--- src/hw/rtl/psrw_pkg.sv ---
// ----------------------------------------------------------------------------
// psrw_pkg
// Shared constants, codes and controller/datapath interface types.
// ----------------------------------------------------------------------------
package psrw_pkg;

   localparam int TABLE_SLOTS  = 32;
   localparam int WINDOW_WORDS = 256;
   localparam int WIN_BITS     = WINDOW_WORDS * 64;

   localparam int SLOT_W  = $clog2(TABLE_SLOTS);
   localparam int WORD_W  = (WINDOW_WORDS > 1) ? $clog2(WINDOW_WORDS) : 1;
   localparam int POS_W   = $clog2(WIN_BITS);
   localparam int RNG_W   = POS_W + 1;
   localparam int ADDR_W  = $clog2(TABLE_SLOTS * WINDOW_WORDS);
   localparam int DIV_MAX = (TABLE_SLOTS > WIN_BITS) ? TABLE_SLOTS : WIN_BITS;
   localparam int DIV_W   = $clog2(DIV_MAX) + 1;

   localparam logic [63:0] HASH_MULT  = 64'h9e3779b185ebca87;
   localparam int          HASH_SHIFT = 33;
   localparam logic [31:0] IDLE_RESET = 32'd60000;

   typedef enum logic [1:0] {
      ST_EMPTY = 2'd0,
      ST_USED  = 2'd1,
      ST_TOMB  = 2'd2
   } slot_status_type;

   typedef enum logic [2:0] {
      V_NEW     = 3'd0,
      V_ADV     = 3'd1,
      V_FRESH   = 3'd2,
      V_REPLAY  = 3'd3,
      V_OLD     = 3'd4,
      V_FULL    = 3'd5,
      V_UNKNOWN = 3'd6
   } verdict_type;

   typedef enum logic {
      MOD_HOME = 1'b0,
      MOD_CNT  = 1'b1
   } mod_sel_type;

   typedef struct packed {
      logic        load_req;
      logic        hash_step;
      logic        mod_start;
      mod_sel_type mod_sel;
      logic        probe_init;
      logic        latch_cpos;
      logic        probe_step;
      logic        slot_new;
      logic        slot_adv;
      logic        slot_touch;
      logic        sweep_init;
      logic        sweep_step;
      logic        rng_init;
      logic        rng_rd;
      logic        rng_wr;
      logic        cnt_rd;
      logic        set_wr;
      logic        set_res;
      logic        res_accept;
      verdict_type res_verdict;
      logic        rsp_load;
   } cmd_type;

   typedef struct packed {
      logic hash_done;
      logic mod_busy;
      logic probe_end;
      logic found;
      logic hit;
      logic commit;
      logic greater;
      logic too_old;
      logic big_step;
      logic bit_set;
      logic sweep_last;
      logic rng_last;
      logic out_free;
   } stat_type;

endpackage

--- src/hw/rtl/psrw_ctrl.sv ---
// ----------------------------------------------------------------------------
// psrw_ctrl
// Sequencer that steps one transaction through hash, probe and window update.
// ----------------------------------------------------------------------------
module psrw_ctrl (
   input  logic               clock,
   input  logic               reset,
   input  logic               req_tvalid,
   output logic               req_tready,
   input  psrw_pkg::stat_type stat,
   output psrw_pkg::cmd_type  cmd
);
   import psrw_pkg::*;

   typedef enum logic [12:0] {
      S_IDLE   = 13'b0000000000001,
      S_HASH   = 13'b0000000000010,
      S_HMOD   = 13'b0000000000100,
      S_CMOD   = 13'b0000000001000,
      S_PROBE  = 13'b0000000010000,
      S_EVAL   = 13'b0000000100000,
      S_TEST   = 13'b0000001000000,
      S_CLRALL = 13'b0000010000000,
      S_CLRRD  = 13'b0000100000000,
      S_CLRWR  = 13'b0001000000000,
      S_SETRD  = 13'b0010000000000,
      S_SETWR  = 13'b0100000000000,
      S_DONE   = 13'b1000000000000
   } state_type;

   state_type state_ff, state_in;

   always_comb begin
      state_in = state_ff;
      cmd      = '0;
      case (state_ff)
         S_IDLE: begin
            if (req_tvalid) begin
               cmd.load_req = 1'b1;
               state_in     = S_HASH;
            end
         end
         S_HASH: begin
            if (stat.hash_done) begin
               cmd.mod_start = 1'b1;
               cmd.mod_sel   = MOD_HOME;
               state_in      = S_HMOD;
            end else begin
               cmd.hash_step = 1'b1;
            end
         end
         S_HMOD: begin
            if (!stat.mod_busy) begin
               cmd.probe_init = 1'b1;
               cmd.mod_start  = 1'b1;
               cmd.mod_sel    = MOD_CNT;
               state_in       = S_CMOD;
            end
         end
         S_CMOD: begin
            if (!stat.mod_busy) begin
               cmd.latch_cpos = 1'b1;
               state_in       = S_PROBE;
            end
         end
         S_PROBE: begin
            cmd.probe_step = 1'b1;
            if (stat.probe_end) begin
               state_in = S_EVAL;
            end
         end
         S_EVAL: begin
            cmd.set_res = 1'b1;
            state_in    = S_DONE;
            if (!stat.commit) begin
               if (!stat.hit) begin
                  cmd.res_accept  = 1'b1;
                  cmd.res_verdict = V_UNKNOWN;
               end else if (stat.greater) begin
                  cmd.res_accept  = 1'b1;
                  cmd.res_verdict = V_ADV;
               end else if (stat.too_old) begin
                  cmd.res_verdict = V_OLD;
               end else begin
                  cmd.set_res = 1'b0;
                  cmd.cnt_rd  = 1'b1;
                  state_in    = S_TEST;
               end
            end else if (!stat.found) begin
               cmd.res_verdict = V_FULL;
            end else if (!stat.hit) begin
               cmd.res_accept  = 1'b1;
               cmd.res_verdict = V_NEW;
               cmd.slot_new    = 1'b1;
               cmd.sweep_init  = 1'b1;
               state_in        = S_CLRALL;
            end else if (stat.greater) begin
               cmd.res_accept  = 1'b1;
               cmd.res_verdict = V_ADV;
               cmd.slot_adv    = 1'b1;
               if (stat.big_step) begin
                  cmd.sweep_init = 1'b1;
                  state_in       = S_CLRALL;
               end else begin
                  cmd.rng_init = 1'b1;
                  state_in     = S_CLRRD;
               end
            end else if (stat.too_old) begin
               cmd.res_verdict = V_OLD;
            end else begin
               cmd.set_res = 1'b0;
               cmd.cnt_rd  = 1'b1;
               state_in    = S_TEST;
            end
         end
         S_TEST: begin
            cmd.set_res = 1'b1;
            state_in    = S_DONE;
            if (stat.bit_set) begin
               cmd.res_verdict = V_REPLAY;
            end else begin
               cmd.res_accept  = 1'b1;
               cmd.res_verdict = V_FRESH;
               if (stat.commit) begin
                  cmd.set_wr     = 1'b1;
                  cmd.slot_touch = 1'b1;
               end
            end
         end
         S_CLRALL: begin
            cmd.sweep_step = 1'b1;
            if (stat.sweep_last) begin
               state_in = S_SETRD;
            end
         end
         S_CLRRD: begin
            cmd.rng_rd = 1'b1;
            state_in   = S_CLRWR;
         end
         S_CLRWR: begin
            cmd.rng_wr = 1'b1;
            state_in   = stat.rng_last ? S_SETRD : S_CLRRD;
         end
         S_SETRD: begin
            cmd.cnt_rd = 1'b1;
            state_in   = S_SETWR;
         end
         S_SETWR: begin
            cmd.set_wr = 1'b1;
            state_in   = S_DONE;
         end
         S_DONE: begin
            if (stat.out_free) begin
               cmd.rsp_load = 1'b1;
               state_in     = S_IDLE;
            end
         end
         default: begin
            state_in = S_IDLE;
         end
      endcase
   end

   always_ff @(posedge clock) begin
      if (reset) begin
         state_ff <= S_IDLE;
      end else begin
         state_ff <= state_in;
      end
   end

   assign req_tready = (state_ff == S_IDLE);

endmodule

--- config.mk ---
export PLATFORM = sky130hd
export DESIGN_NAME = psrw_ctrl
export DESIGN_NICKNAME = d
export VERILOG_FILES = /design/src/hw/rtl/psrw_pkg.sv /design/src/hw/rtl/psrw_ctrl.sv
export SDC_FILE = /design/constraint.sdc
export NUM_CORES = 1
export LEC_CHECK = 0
export BUFFER_PORTS_ARGS = -buffer_cell sky130_fd_sc_hd__buf_2
export CORE_MARGIN = 2
export CORE_UTILIZATION = 46
export CTS_BUF_LIST = sky130_fd_sc_hd__clkbuf_8
export CTS_CLUSTER_SIZE = 20
export DETAILED_ROUTE_END_ITERATION = 10
export HOLD_SLACK_MARGIN = 0.03
export PLACE_DENSITY_LB_ADDON = 0.3
export SYNTH_ARGS = -nofsm -noshare
export SYNTH_HDL_FRONTEND = slang
export SYNTH_SLANG_ARGS = --single-unit
--- constraint.sdc ---
create_clock -name clock -period 2 [get_ports clock]
set_input_delay 0.1 -clock clock [delete_from_list [all_inputs] [get_ports clock]]
set_output_delay 0.1 -clock clock [all_outputs]
set_load 0.05 [all_outputs]
==> impl_metrics.env <==
export IMPL_slowest_delay_ns=0.59
export IMPL_synth_cell_types=44
export IMPL_place_congestion=0.866
export IMPL_hold_viol_final=0
export IMPL_power_leakage_nw=0.922
export IMPL_grt_overflow=0
export IMPL_max_flop_register="state_ff"
export IMPL_async_flop_share=0
export IMPL_hold_end="state_ff[10]"
export IMPL_die_height_um=52.2
export IMPL_crit_family="simple AND/OR/NAND/NOR gates"
export IMPL_routed_via_density=7.36
export IMPL_cp_num_buf_inv=3
export IMPL_cp_start_kind="flip-flop"
export IMPL_drt_pass1_iterations=8
export IMPL_dr_total_vias=1797
export IMPL_grt_setup_unrepaired="true"
export IMPL_hp_start="stat[1]"
export IMPL_p_comb_frac=0.660
export IMPL_grt_max_degree=14
export IMPL_fp_dieArea_um2=2720
export IMPL_intPower_mw=0.910
export IMPL_cts_tree="built"
export IMPL_first_iter_violations=174
export IMPL_maxCapViolations=0
export IMPL_crit_arrival_ns=2.38
export IMPL_timing_fmax_ghz=0.404
export IMPL_largest_reg_flops=13
export IMPL_min_path_cells=3
export IMPL_ys_ff_latch=13
export IMPL_synth_edff_count=0
export IMPL_yosys_most_used_dff="dfxtp_1"
export IMPL_reg_top3="state_ff x13"
export IMPL_endpoint_kind="output port"
export IMPL_fp_coreArea_um2=2210
export IMPL_cts_sinks=13
export IMPL_min_path_type="in -> reg"
export IMPL_p_sw_frac=0.453
export IMPL_fin_crit_sh=1.24
export IMPL_wl_per_cell_um=29.4
export IMPL_die_x_um=52.2
export IMPL_final_antenna_net_count=0
export IMPL_grt_pass1_wl_um=8110
export IMPL_worstSetupPathType="reg -> out"
export IMPL_nNetsFinal=233
export IMPL_crit_chain="or4_4, or3_4, nor4_4, nand3b_1, buf_6, clkinvlp_4, buf_8"
export IMPL_post_place_ws_ns=-0.141
export IMPL_placed_area_um2=1590
export IMPL_drive_gt1_frac=0.611
export IMPL_hpwl_um=2820
export IMPL_postCtsHoldBufs=0
export IMPL_numPortBuffers=39
export IMPL_synthTopCellsByArea="dfxtp_1, nor2_1, a21oi_1, nor2b_1, nor3b_1"
export IMPL_r2r_end="state_ff[1]"
export IMPL_drv_slew=0
export IMPL_wl_um=7180
export IMPL_worst_path_max_delay_cell="or4_4"
export IMPL_yosysSeqAreaShare=0.244
export IMPL_r2r_start="state_ff[4]"
export IMPL_pwr_density_cell_nw_per_um2=783
export IMPL_syn_inst=137
export IMPL_cts_max_path_buffers=2
export IMPL_antenna_found_initial=0
export IMPL_power_switching_mw=0.753
export IMPL_tightestPinTransition_ns=0.518
export IMPL_drc=0
export IMPL_status="finished, violations left"
export IMPL_cts_buffers=3
export IMPL_seqPwrFrac=0.184
export IMPL_relSlewSlack=0.653
export IMPL_syn_to_final_growth_pct=99.1
export IMPL_initial_core_util=0.482
export IMPL_min_period_ns=2.48
export IMPL_ys_warn_count=0
export IMPL_clockRootBuffer="clkbuf_8"
export IMPL_track_usage=0.417
export IMPL_worstPathRequired_ns=1.90
export IMPL_fin_ws_ns=-0.477
export IMPL_grt_pass1_vias=1555
export IMPL_vdd_ir_drop_max_mv=1.26
export IMPL_finalPower_mw=1.66
export IMPL_diodes=0
export IMPL_reg2reg_depth=7
export IMPL_synth_top_area_share=0.244
export IMPL_failed_checks="negative setup slack"
export IMPL_clk_pin_slew_worst_paths_ns=0.06
export IMPL_netlist_area_um2=1070
export IMPL_synthesis_nets=153
export IMPL_power_frac_clock=0.156
export IMPL_rows=17
export IMPL_finalClockSkew_ns=0.00139
export IMPL_final_cell_mix="buf_6, buf_4, buf_2"
export IMPL_cp_max_fo=4
export IMPL_cts_max_level=1
export IMPL_design_area_um2=2120
export IMPL_rrSetupSlack_ns=-0.26
export IMPL_final_common_cell="buf_6"
export IMPL_avgSynthCellArea_um2=7.79
export IMPL_clock_latency_ns=0.26
export IMPL_setup_viol=36
export IMPL_ios=40
export IMPL_yosys_area_top_type="dfxtp_1"
==> layout make-up <==
cell class              count  area, µm²
multi-input cells         112        996
clock inverters             1       3.75
well taps                  28       35.0
inverters                   6       30.0
flip-flops and latches     13        264
repair buffers             81        754
fillers                    44       87.6
clock buffers               3       41.3
==> worst min-delay path, stage by stage <==
cell	delay [ns]
buf_2	0.12
a21oi_1	0.13
nor3_1	0.05
==> power by group through the flow <==
stage	combinational, mW	clock [mW]	sequential [mW]
2_1_floorplan	0.463	0	0.296
5_1_grt	1.11	0.263	0.304
6_report	1.10	0.259	0.306
3_5_place_dp	0.658	0	0.300
4_1_cts	0.899	0.238	0.295
3_3_place_gp	0.634	0	0.298
==> kinds of logic after synthesis <==
group / after synthesis / synth area share
buffers and inverters: 12 / 0.0516
AOI/OAI and AO/OA: 30 / 0.183
DFF: 13 / 0.244
xor gates and xnor gates: 4 / 0.0328
and+or+nand+nor: 78 / 0.489
==> cell usage after synthesis (2+ instances only) <==
library cell and instances:
and4b_1 2, or2_2 3, nor4_1 3, o211ai_1 2, xor2_1 3, or4_4 2
nor3b_1 5, nand3_1 5, nor3_2 2, a21oi_1 9, o22ai_1 2, inv_1 6
nand4_1 4, a31oi_1 2, nand2_1 4, nor2_1 14, or3_1 2, and3b_1 3
clkbuf_1 3, and2_1 2, o31ai_1 3, nand4b_1 3, nor2b_1 7, o21ai_0 5
buf_2 2, dfxtp_1 13, nor3_1 7, o21ba_1 3
==> metrics by stage <==
step,util,instances,hold WS [ns],setup TNS (ns)
floorplan,-,137,0.172,-3.58
global placement,0.717,226,0.406,-0.747
detailed placement,0.717,226,0.417,-1.08
CTS,0.903,239,0.166,-4.51
global route,0.960,244,0.206,-10.96
finish,0.960,244,0.192,-10.55
==> worst max path at each step <==
stage	from	end	slack, ns	cells past startpoint
2_1_floorplan	state_ff[3]	cmd[6]	-0.39	6
3_3_place_gp	state_ff[4]	cmd[20]	-0.12	7
3_5_place_dp	state_ff[4]	cmd[18]	-0.14	7
4_1_cts	state_ff[11]	cmd[18]	-0.31	7
5_1_grt	state_ff[1]	cmd[10]	-0.50	7
6_report	state_ff[11]	cmd[18]	-0.48	7
==> repair_timing <==
action | CTS | global route
pin swaps | 19 | 15
resized for setup | 82 | 22
buffers inserted | 11 | 8
setup endpoints to repair | 26 | 34
==> metal layers <==
metal | wire length (µm) | GRT usage | up-vias
met1 | 2350 | 0.525 | 812
met3 | 1010 | 0.109 | 83
met2 | 3120 | 0.673 | 233
met4 | 699 | 0.175 | 0
li1 | - | - | 669
met5 | 0 | 0 | -
Note: power is estimated with default switching activity, not from simulation.
